### config.mk
export PLATFORM = sky130hd
export DESIGN_NAME = srtf_ctrl
export DESIGN_NICKNAME = d
export VERILOG_FILES = /design/src/rtl/srtf_pkg.sv /design/src/rtl/srtf_ctrl.sv
export SDC_FILE = /design/constraint.sdc
export NUM_CORES = 1
export LEC_CHECK = 0
export BUFFER_PORTS_ARGS = -buffer_cell sky130_fd_sc_hd__buf_2
export CAP_MARGIN = 25
export CORE_AREA = 2 2 39 41
export CTS_BUF_LIST = sky130_fd_sc_hd__clkbuf_8
export CTS_CLUSTER_SIZE = 25
export DETAILED_ROUTE_END_ITERATION = 10
export DIE_AREA = 0 0 41 43
export PLACE_DENSITY = 0.3
export SLEW_MARGIN = 20
export SYNTH_ARGS = -nofsm -noshare
export SYNTH_HDL_FRONTEND = slang
export SYNTH_SLANG_ARGS = --single-unit
### constraint.sdc
create_clock -name clock -period 1.2 [get_ports clock]
set_input_delay 0.12 -clock clock [delete_from_list [all_inputs] [get_ports clock]]
set_output_delay 0.12 -clock clock [all_outputs]
set_load 0.01 [all_outputs]
### src/rtl/srtf_pkg.sv
// ----------------------------------------------------------------------------
// srtf_pkg
// Types and constants shared by the shortest-remaining-time-first scheduler.
// ----------------------------------------------------------------------------
package srtf_pkg;

   localparam int MAX_TASKS = 64;
   localparam int SLOT_W    = $clog2(MAX_TASKS);
   localparam int COUNT_W   = $clog2(MAX_TASKS + 1);

   localparam logic [15:0] TIME_MAX = 16'hFFFF;

   localparam logic [1:0] OP_CLEAR = 2'd0;
   localparam logic [1:0] OP_LOAD  = 2'd1;
   localparam logic [1:0] OP_TICK  = 2'd2;

   typedef struct packed {
      logic [1:0]  opcode;
      logic [15:0] task_id;
      logic [15:0] arrival_time;
      logic [15:0] burst_length;
   } req_type;

   typedef struct packed {
      logic [15:0] tick_time;
      logic        idle;
      logic [15:0] running_id;
      logic        switched;
      logic        finished;
      logic [15:0] finish_time;
      logic [15:0] turnaround;
      logic [15:0] waiting;
      logic [15:0] response;
      logic        all_done;
      logic        load_rejected;
   } rsp_type;

   // one task table entry, kept in a single memory word
   typedef struct packed {
      logic [15:0] task_id;
      logic [15:0] arrival;
      logic [15:0] burst;
      logic [15:0] remaining;
      logic [15:0] first_start;
      logic        started;
   } entry_type;

   typedef enum logic [1:0] {
      ST_IDLE,
      ST_SCAN,
      ST_FINISH
   } state_type;

   typedef struct packed {
      logic capture;
      logic scan_step;
      logic commit;
   } cmd_type;

   typedef struct packed {
      logic scan_pending;
   } status_type;

endpackage

### src/rtl/srtf_ctrl.sv
// ----------------------------------------------------------------------------
// srtf_ctrl
// Sequencer: takes a request, runs the table scan for ticks, then commits.
// ----------------------------------------------------------------------------
module srtf_ctrl (
   input  logic                   clock,
   input  logic                   reset,
   input  logic                   req_valid,
   input  logic [1:0]             req_opcode,
   input  logic                   out_free,
   input  srtf_pkg::status_type   status,
   output logic                   ready,
   output srtf_pkg::cmd_type      cmd
);

   srtf_pkg::state_type state_ff;
   srtf_pkg::state_type state_in;

   always_ff @(posedge clock) begin
      if (reset) begin
         state_ff <= srtf_pkg::ST_IDLE;
      end else begin
         state_ff <= state_in;
      end
   end

   always_comb begin
      state_in      = state_ff;
      ready         = 1'b0;
      cmd           = '0;
      unique case (state_ff)
         srtf_pkg::ST_IDLE: begin
            ready = 1'b1;
            if (req_valid) begin
               cmd.capture = 1'b1;
               if (req_opcode == srtf_pkg::OP_TICK) begin
                  state_in = srtf_pkg::ST_SCAN;
               end else begin
                  state_in = srtf_pkg::ST_FINISH;
               end
            end
         end
         srtf_pkg::ST_SCAN: begin
            cmd.scan_step = 1'b1;
            if (!status.scan_pending) begin
               state_in = srtf_pkg::ST_FINISH;
            end
         end
         srtf_pkg::ST_FINISH: begin
            // hold until the output register can take the result
            if (out_free) begin
               cmd.commit = 1'b1;
               state_in   = srtf_pkg::ST_IDLE;
            end
         end
         default: begin
            state_in = srtf_pkg::ST_IDLE;
         end
      endcase
   end

endmodule

==> impl_metrics.json, run 1 <==
{
  "postCtsSetupRepairBufs": 0,
  "crit_path_cell_trace": "and3b_2 -> buf_2",
  "vias_per_cell": 3.364,
  "power.switching_fraction_pct": 19.94,
  "design.core.area_sq_um": 1384,
  "slew_margin_rel_pct": 83.20,
  "maxClockFrequency_mhz": 900.6,
  "gp_routability_congestion": 0.5520,
  "power_per_cell_area_nw_per_um2": 1587,
  "detailedRoute.firstIterationViolations": 0,
  "stdcell_count": 44,
  "fin_crit_sh_pct": 92.53,
  "internal_power_mw": 0.3084,
  "synth.yosys.warnings": 0,
  "top_regs": "state_ff x2",
  "clk_transition_reported_paths_ns": 0.03,
  "drt_pass1_iterations": 1,
  "antenna_found_initial": 0,
  "power.combinational.fraction_pct": 12.1,
  "nets": 37,
  "postLayoutCoreUtil_pct": 17.54,
  "detail_route.drc_violations": 0,
  "unrepaired_setup_endpoints_after_global_routing": "false",
  "clock_sinks": 2,
  "num_vias": 148,
  "clock_path_buffers": 2,
  "synth_seq_area_share_pct": 30.48,
  "boundaryPins": 11,
  "pwr-share-seq_pct": 20.5,
  "grt_first_pass_wirelength_microns": 558,
  "ctsResizeCount": 0,
  "cp_max_fo": 6,
  "cts.hold.buffers_added": 0,
  "tritoncts.num_buffers": 3,
  "max_slew.worst_pin.slew_ns": 0.2516,
  "p_sw_mw": 0.07681,
  "power.leakage_nw": 0.1179,
  "mean_post_synth_cell_area_sq_um": 8.758,
  "min_period_ns": 1.110,
  "post-route-cell-area_sq_um": 242.7,
  "syn2layout_area_growth_pct": 84.76,
  "cpPeakStageDelay_ns": 0.45,
  "cp.required_ns": 1.08,
  "critical-path-top-delay-family": "flip-flops",
  "total_number_of_placement_rows": 14,
  "first_global_vias": 140,
  "vdd_ir_drop_max_uv": 377.5,
  "routedWlPerCell_microns": 8.705,
  "antenna_cells_inserted": 0,
  "pre_cts_slack_ns": 0.2339,
  "report.final.hold_viol_count": 0,
  "cts_root_buffer": "sky130_fd_sc_hd__clkbuf_8",
  "global_route.overflow_total": 0,
  "clkPwrFrac_pct": 67.4,
  "setup_total_negative_slack_ns": 0,
  "result_of_the_run": "finished clean",
  "cts_tree": "built",
  "place_inst": 41,
  "synth.net_count": 22,
  "maxCapViolations": 0,
  "die_area_sq_um": 1763,
  "cp.arrival_ns": 0.99,
  "post_synth_num_cell_types": 11,
  "setup.worst_path.class": "flop to output pin",
  "drtAntennaViolNets": 0,
  "largest_register_ffs": 2,
  "gr-usage-all-layers_pct": 5.411,
  "cts.htree.levels": 1,
  "synth-seq-cells": 2,
  "routed_wl_microns": 383,
  "cpMaxStageDelayCell": "sky130_fd_sc_hd__dfxtp_1",
  "largest-register": "state_ff",
  "netlist_instances": 15,
  "grt_start_max_net_pins": 8,
  "initial_utilization_pct": 9.494,
  "die_h_microns": 43,
  "clk-insertion-delay-late_ns": 0.21,
  "post-route-worst-setup-slack_ns": 0.08966,
  "setup_viol_count_final": 0,
  "critical_path.startpoint_type": "flop",
  "report.final.slew_viol_count": 0,
  "crit_path_end_kind": "output pin",
  "io_buffer_count": 10,
  "worstHoldPathType": "primary input to flop",
  "dpl_cell_area_sq_um": 201.4,
  "mappedNetlistArea_sq_um": 131.4,
  "fin_worst_skew_ns": 0.0009110,
  "post_route_cells_drive_above_1_share_pct": 60.71,
  "die_w_microns": 41,
  "critical_path_buf_inv_count": 1
}
## area by class of cell
type	instances	area (sq um)
Clock buffer	3	41.29
Timing Repair Buffer	10	50.05
Fill cell	156	1141
Multi-Input combinational cell	11	83.83
Tap cell	16	20.02
Sequential cell	2	40.04
Inverter	2	7.507
## routing by layer
metal  vias to the layer above  share of wire [%]  GRT usage (%)
met2                        11                 28          4.375
met1                        57                 52          7.029
met3                         0                 19          4.712
met4                         0                  0          6.000
li1                         80                  -              -
met5                         -                  0              0
## path summary, 6_finish.rpt
check / startpoint / end / slack (ns) / cells past startpoint
worst max-delay path: state_ff[1]$_SDFFE_PP0P_ / cmd[0] / 0.09 / 2
worst min-delay path: reset / state_ff[1]$_SDFFE_PP0P_ / 0.09 / 2
worst max register to register: state_ff[0]$_SDFFE_PP0P_ / state_ff[0]$_SDFFE_PP0P_ / 0.23 / 3
worst min register to register: state_ff[1]$_SDFFE_PP0P_ / state_ff[0]$_SDFFE_PP0P_ / 0.58 / 1
## Yosys cell counts
| master | instances | share of area (%) |
|---|---|---|
| sky130_fd_sc_hd__nor2_1 | 2 | 5.7 |
| sky130_fd_sc_hd__nor3b_2 | 1 | 9.5 |
| sky130_fd_sc_hd__o21ai_1 | 1 | 3.8 |
| sky130_fd_sc_hd__inv_1 | 2 | 5.7 |
| sky130_fd_sc_hd__and3b_2 | 1 | 7.6 |
| sky130_fd_sc_hd__and4bb_2 | 1 | 9.5 |
| sky130_fd_sc_hd__a21oi_1 | 2 | 7.6 |
| sky130_fd_sc_hd__nor3_1 | 1 | 3.8 |
| sky130_fd_sc_hd__dfxtp_1 | 2 | 30 |
| sky130_fd_sc_hd__a22oi_1 | 1 | 5.7 |
| sky130_fd_sc_hd__nor2b_4 | 1 | 10 |
## power by group through the flow
stage / Sequential, mW / Clock (mW) / Combinational, mW
after CTS: 0.0788 / 0.272 / 0.0472
after global placement: 0.0795 / 0 / 0.0473
after floorplan: 0.0785 / 0 / 0.0241
final: 0.0789 / 0.260 / 0.0465
after global routing: 0.0799 / 0.280 / 0.0527
after detailed placement: 0.0797 / 0 / 0.0471
## stage by stage
step / hold WS, ns / power [mW]
2_1_floorplan: 0.1891 / 0.1026
3_3_place_gp: 0.2975 / 0.1269
3_5_place_dp: 0.3007 / 0.1268
4_1_cts: 0.08102 / 0.3979
5_1_grt: 0.09635 / 0.4126
6_report: 0.08623 / 0.3852
## cell usage in the layout (no fill, tap or decap)
master                     Yosys  layout
sky130_fd_sc_hd__buf_2         0      10
sky130_fd_sc_hd__clkbuf_8      0       3
sky130_fd_sc_hd__nor2_1        2       2
sky130_fd_sc_hd__a21oi_1       2       2
sky130_fd_sc_hd__inv_1         2       2
sky130_fd_sc_hd__dfxtp_1       2       2
sky130_fd_sc_hd__nor2b_4       1       1
sky130_fd_sc_hd__and3b_2       1       1
sky130_fd_sc_hd__nor3b_2       1       1
sky130_fd_sc_hd__and4bb_2      1       1
sky130_fd_sc_hd__nor3_1        1       1
sky130_fd_sc_hd__a22oi_1       1       1
sky130_fd_sc_hd__o21ai_1       1       1
## cell families (layout without fill, tap and decap cells)
family	Yosys count	in the layout	synth area share, %
buf+inv	2	15	5.716
compound gates	4	4	17.14
flops	2	2	30.48
simple gates	7	7	46.66
Note: power is estimated with default switching activity, not from simulation.
==> inputs of run 2 (changes only) <==
Settings changed: CTS_BUF_LIST sky130_fd_sc_hd__clkbuf_8 to sky130_fd_sc_hd__clkbuf_2, TNS_END_PERCENT from default to 20.
==> run 2 against run 1 <==
Net effect:
- clock skew fell by 0.00077 ns
- critical path depth is the same
- final area is 11% lower
- sequential cell count is the same
- via count rose by 0.68%
==> impl_metrics.json, run 2 (same netlist as run 1, synthesis figures left out) <==
{
  "top_regs": "state_ff x2",
  "cp.required_ns": 1.08,
  "drtAntennaViolNets": 0,
  "post-route-cell-area_sq_um": 216.5,
  "first_global_vias": 136,
  "report.final.hold_viol_count": 0,
  "crit_path_end_kind": "output pin",
  "setup_viol_count_final": 0,
  "most_common_library_cell_in_the_layout_ignoring_fill_and_taps": "sky130_fd_sc_hd__buf_2",
  "tritoncts.num_buffers": 3,
  "power.leakage_nw": 0.1088,
  "clkPwrFrac_pct": 45.0,
  "critical_path.startpoint_type": "flop",
  "antenna_cells_inserted": 0,
  "boundaryPins": 11,
  "most-common-layout-cells": "10 x sky130_fd_sc_hd__buf_2, 3 x sky130_fd_sc_hd__clkbuf_2",
  "slew_margin_rel_pct": 83.20,
  "p_sw_mw": 0.06481,
  "fin_worst_skew_ns": 0.0001441,
  "dpl_cell_area_sq_um": 201.4,
  "post_route_cells_drive_above_1_share_pct": 60.71,
  "die_h_microns": 43,
  "grt_first_pass_wirelength_microns": 552,
  "maxCapViolations": 0,
  "power.switching_fraction_pct": 28.45,
  "global_route.overflow_total": 0,
  "internal_power_mw": 0.1630,
  "cts.htree.levels": 1,
  "cts_tree": "built",
  "num_vias": 149,
  "clk-insertion-delay-late_ns": 0.19,
  "syn2layout_area_growth_pct": 64.76,
  "nFillCells": 154,
  "gp_routability_congestion": 0.5520,
  "vdd_ir_drop_max_uv": 251.7,
  "cp.arrival_ns": 0.97,
  "vias_per_cell": 3.386,
  "drt_pass1_iterations": 1,
  "max_slew.worst_pin.slew_ns": 0.2517,
  "gr-usage-all-layers_pct": 5.110,
  "setup.worst_path.class": "flop to output pin",
  "power.combinational.fraction_pct": 20.4,
  "unrepaired_setup_endpoints_after_global_routing": "false",
  "multi_input_gate_area_sq_um": 83.83,
  "cp_max_fo": 6,
  "cts.hold.buffers_added": 0,
  "pwr-share-seq_pct": 34.6,
  "stdcell_count": 44,
  "ctsResizeCount": 0,
  "largest_register_ffs": 2,
  "detail_route.drc_violations": 0,
  "report.final.slew_viol_count": 0,
  "design.core.area_sq_um": 1384,
  "clk_transition_reported_paths_ns": 0.03,
  "cts_root_buffer": "sky130_fd_sc_hd__clkbuf_2",
  "routed_wl_microns": 374,
  "largest-register": "state_ff",
  "grt_start_max_net_pins": 8,
  "die_w_microns": 41,
  "min_period_ns": 1.092,
  "initial_utilization_pct": 9.494,
  "antenna_found_initial": 0,
  "postCtsSetupRepairBufs": 0,
  "io_buffer_count": 10,
  "detailedRoute.firstIterationViolations": 0,
  "seq_area_sq_um": 40.04,
  "worstHoldPathType": "primary input to flop",
  "setup_total_negative_slack_ns": 0,
  "maxClockFrequency_mhz": 916.0,
  "clock_path_buffers": 2,
  "place_inst": 41,
  "fin_crit_sh_pct": 90.98,
  "nets": 37,
  "result_of_the_run": "finished clean",
  "total_number_of_placement_rows": 14,
  "power_per_cell_area_nw_per_um2": 1052,
  "die_area_sq_um": 1763,
  "clock_sinks": 2,
  "routedWlPerCell_microns": 8.500
}
[run 2: cell counts in the layout (fill, tap and decap cells not counted)]
No cell type changed its count.
[run 2: layer usage]
layer	up-vias	GRT usage (%)	routed length, microns
met5	-	0	0
li1	81	-	-
met4	0	4.000	0
met2	11	4.063	100
met1	57	7.348	199
met3	0	4.712	74
[run 2: worst paths after layout]
path | cells past startpoint | slack, ns | from | end
hold / removal | 2 | 0.11 | reset | state_ff[1]$_SDFFE_PP0P_
setup / recovery | 2 | 0.11 | state_ff[1]$_SDFFE_PP0P_ | cmd[0]
setup reg to reg | 3 | 0.24 | state_ff[0]$_SDFFE_PP0P_ | state_ff[0]$_SDFFE_PP0P_
hold reg to reg | 1 | 0.58 | state_ff[1]$_SDFFE_PP0P_ | state_ff[0]$_SDFFE_PP0P_
[run 2: power groups by stage]
stage,combinational [mW],sequential [mW],clock (mW)
detailed placement,0.0471,0.0797,0
CTS,0.0472,0.0787,0.113
finish,0.0465,0.0788,0.102
global placement,0.0473,0.0795,0
global route,0.0527,0.0797,0.120
floorplan,0.0241,0.0785,0
[run 2: layout make-up]
| class | instances | share of cell area [%] |
|---|---|---|
| clock buffer | 3 | 6.936 |
| inverter | 2 | 3.468 |
| multi-input combinational | 11 | 38.73 |
| sequential | 2 | 18.50 |
| tap | 16 | 9.249 |
| timing repair buffer | 10 | 23.12 |
[run 2: stage by stage]
step / hold WS, ns / util (%) / worst slack (ns) / power, mW
5_1_grt: 0.09929 / 15.64 / 0.02934 / 0.2529
3_3_place_gp: 0.2975 / 14.56 / 0.2442 / 0.1269
2_1_floorplan: 0.1891 / - / 0.2732 / 0.1026
3_5_place_dp: 0.3007 / 14.56 / 0.2339 / 0.1268
6_report: 0.1053 / 15.64 / 0.1083 / 0.2278
4_1_cts: 0.08658 / 15.64 / 0.08546 / 0.2393
[run 2: critical path: stages (launching register included)]
cell and delay [ns]:
sky130_fd_sc_hd__dfxtp_1 0.45, sky130_fd_sc_hd__and3b_2 0.22, sky130_fd_sc_hd__buf_2 0.12
==> inputs of run 3 (changes only) <==
Settings changed: CORE_AREA 2 2 39 41 to 3 3 40 42, DIE_AREA 0 0 41 43 to 0 0 43 45, PLACE_DENSITY 0.3 to default.
==> run 3 against run 2 <==
Net effect:
- core utilization is 1.2 points higher
- critical endpoint unchanged
- critical path type unchanged
- via count is 3.4% higher
- final area stayed put
- global-route usage up 0.29 points
- clock skew is 0.0042 ns higher
- register-to-register slack barely moved
- count of clock-buffer cells in the layout unchanged
- wire length decreased by 6.1%
- critical path depth unchanged
- non-clock buffer count unchanged
- sequential share of layout area grew 0.58 points
- highest routed layer unchanged
- cell count fell by 2.3%
==> impl_metrics.json, run 3 (same netlist as run 1, synthesis figures left out) <==
{
  "result_of_the_run": "finished clean",
  "grt.busiest_layer": "met3",
  "grt_first_pass_wirelength_microns": 648,
  "cp.required_ns": 1.08,
  "use_met1_pct": 5.263,
  "crit_path_end_kind": "output pin",
  "largest-register": "state_ff",
  "cts.htree.levels": 1,
  "largest_register_ffs": 2,
  "die_h_microns": 45,
  "antenna_found_initial": 0,
  "routed_wl_microns": 351,
  "setup_total_negative_slack_ns": 0,
  "detailedRoute.firstIterationViolations": 1,
  "post-route-worst-setup-slack_ns": 0.1112,
  "clock_sinks": 2,
  "min_path_cells": 2,
  "io_buffer_count": 10,
  "r2r.worst_path.cells": 3,
  "detail_route.drc_violations": 0,
  "timing.rr.end": "state_ff[0]$_SDFFE_PP0P_",
  "whs_endpoint": "state_ff[1]$_SDFFE_PP0P_",
  "fin_worst_skew_ns": 0.004373,
  "antenna_cells_inserted": 0,
  "cp_max_fo": 7,
  "vias_per_cell": 3.581,
  "tritoncts.num_buffers": 3,
  "die_w_microns": 43,
  "cts_tree": "built",
  "num_vias": 154,
  "power.leakage_nw": 0.1092,
  "maxCapViolations": 0,
  "clk_transition_reported_paths_ns": 0.03,
  "initial_utilization_pct": 10.22,
  "setup_viol_count_final": 0,
  "clock_path_buffers": 2,
  "report.final.hold_viol_count": 0,
  "gp_routability_congestion": 0.6649,
  "post_route_cells_drive_above_1_share_pct": 64.29,
  "timing.hold.worst.start": "reset",
  "report.final.slew_viol_count": 0,
  "cts.hold.buffers_added": 0,
  "use_met3_pct": 6.375,
  "gr-usage-all-layers_pct": 5.399,
  "grt_start_max_net_pins": 8,
  "crit-reg2reg-launch": "state_ff[0]$_SDFFE_PP0P_",
  "total_number_of_placement_rows": 13,
  "most_common_library_cell_in_the_layout_ignoring_fill_and_taps": "sky130_fd_sc_hd__buf_2",
  "pre_cts_slack_ns": 0.2249,
  "postCtsSetupRepairBufs": 0,
  "nets": 37,
  "design.core.area_sq_um": 1285,
  "rrSetupSlack_ns": 0.24,
  "maxClockFrequency_mhz": 918.5,
  "most-common-layout-cells": "10 x sky130_fd_sc_hd__buf_2, 3 x sky130_fd_sc_hd__clkbuf_2, 2 x sky130_fd_sc_hd__nor2_1, 2 x sky130_fd_sc_hd__a21oi_1, 2 x sky130_fd_sc_hd__inv_1",
  "slew_margin_rel_pct": 85.60,
  "max_slew.worst_pin.slew_ns": 0.2157,
  "unrepaired_setup_endpoints_after_global_routing": "false",
  "boundaryPins": 11,
  "p_total_mw": 0.2302,
  "routedWlPerCell_microns": 8.163,
  "setup.worst_path.class": "flop to output pin",
  "die_area_sq_um": 1935,
  "syn2layout_area_growth_pct": 64.76,
  "worstHoldPathType": "primary input to flop",
  "power_per_cell_area_nw_per_um2": 1063,
  "min_period_ns": 1.089,
  "global_route.overflow_total": 0,
  "top_regs": "state_ff x2",
  "fin_crit_sh_pct": 90.73,
  "drt_pass1_iterations": 2,
  "clk-insertion-delay-late_ns": 0.19,
  "met2_use_gr_pct": 5.389,
  "critical_path.startpoint_type": "flop",
  "cp.arrival_ns": 0.97,
  "vdd_ir_drop_max_uv": 254.5,
  "cts_root_buffer": "sky130_fd_sc_hd__clkbuf_2",
  "drtAntennaViolNets": 0,
  "first_global_vias": 158
}
[run 3: cell counts in the layout (fill, tap and decap cells not counted)]
Identical to the previous run, type by type.
[run 3: stage by stage]
step                std cells  area, sq um  util [%]  hold WS [ns]
floorplan                  15        131.4         -        0.1891
global placement           40        200.2     15.58        0.2989
detailed placement         40        200.2     15.58        0.3007
CTS                        43        215.2     16.75       0.08310
global route               43        216.5     16.85       0.06052
finish                     43        216.5     16.85       0.09093
[run 3: where the power goes]
part	switching (mW)	internal, mW	total [mW]
Clock	0.0388	0.0664	0.105
Combinational	0.0197	0.0255	0.0452
Sequential	0.00786	0.0719	0.0797
Total	0.0664	0.164	0.230
[run 3: timing repair]
action                                  in CTS  in global routing
hold endpoints to repair                     0                  0
resized for setup                            0                  1
endpoints found under the setup margin       0                  1
[run 3: area by class of cell]
class	instances	area, sq um
fillers	158	1069
multi-input cells	11	83.83
repair buffers	10	50.05
flip-flops and latches	2	41.29
well taps	15	18.77
clock buffers	3	15.01
inverters	2	7.507
[run 3: worst max-delay path, stage by stage (launching register included)]
cell                      delay (ns)
sky130_fd_sc_hd__dfxtp_1        0.42
sky130_fd_sc_hd__and3b_2        0.23
sky130_fd_sc_hd__buf_2          0.13
[run 3: worst max path at each step]
stage | startpoint | end | slack, ns | cells after the start
6_report | state_ff[0]$_SDFFE_PP0P_ | cmd[0] | 0.11 | 2
5_1_grt | state_ff[0]$_SDFFE_PP0P_ | cmd[0] | 0.02 | 2
4_1_cts | state_ff[0]$_SDFFE_PP0P_ | cmd[0] | 0.08 | 2
3_5_place_dp | state_ff[0]$_SDFFE_PP0P_ | state_ff[0]$_SDFFE_PP0P_ | 0.22 | 3
3_3_place_gp | state_ff[0]$_SDFFE_PP0P_ | state_ff[0]$_SDFFE_PP0P_ | 0.26 | 3
2_1_floorplan | state_ff[1]$_SDFFE_PP0P_ | state_ff[1]$_SDFFE_PP0P_ | 0.27 | 3
[run 3: routing by layer]
metal | part of all wire (%) | wire [microns]
met5 | 0 | 0
met1 | 43 | 150
met2 | 40 | 140
met3 | 17 | 60
met4 | 0 | 0
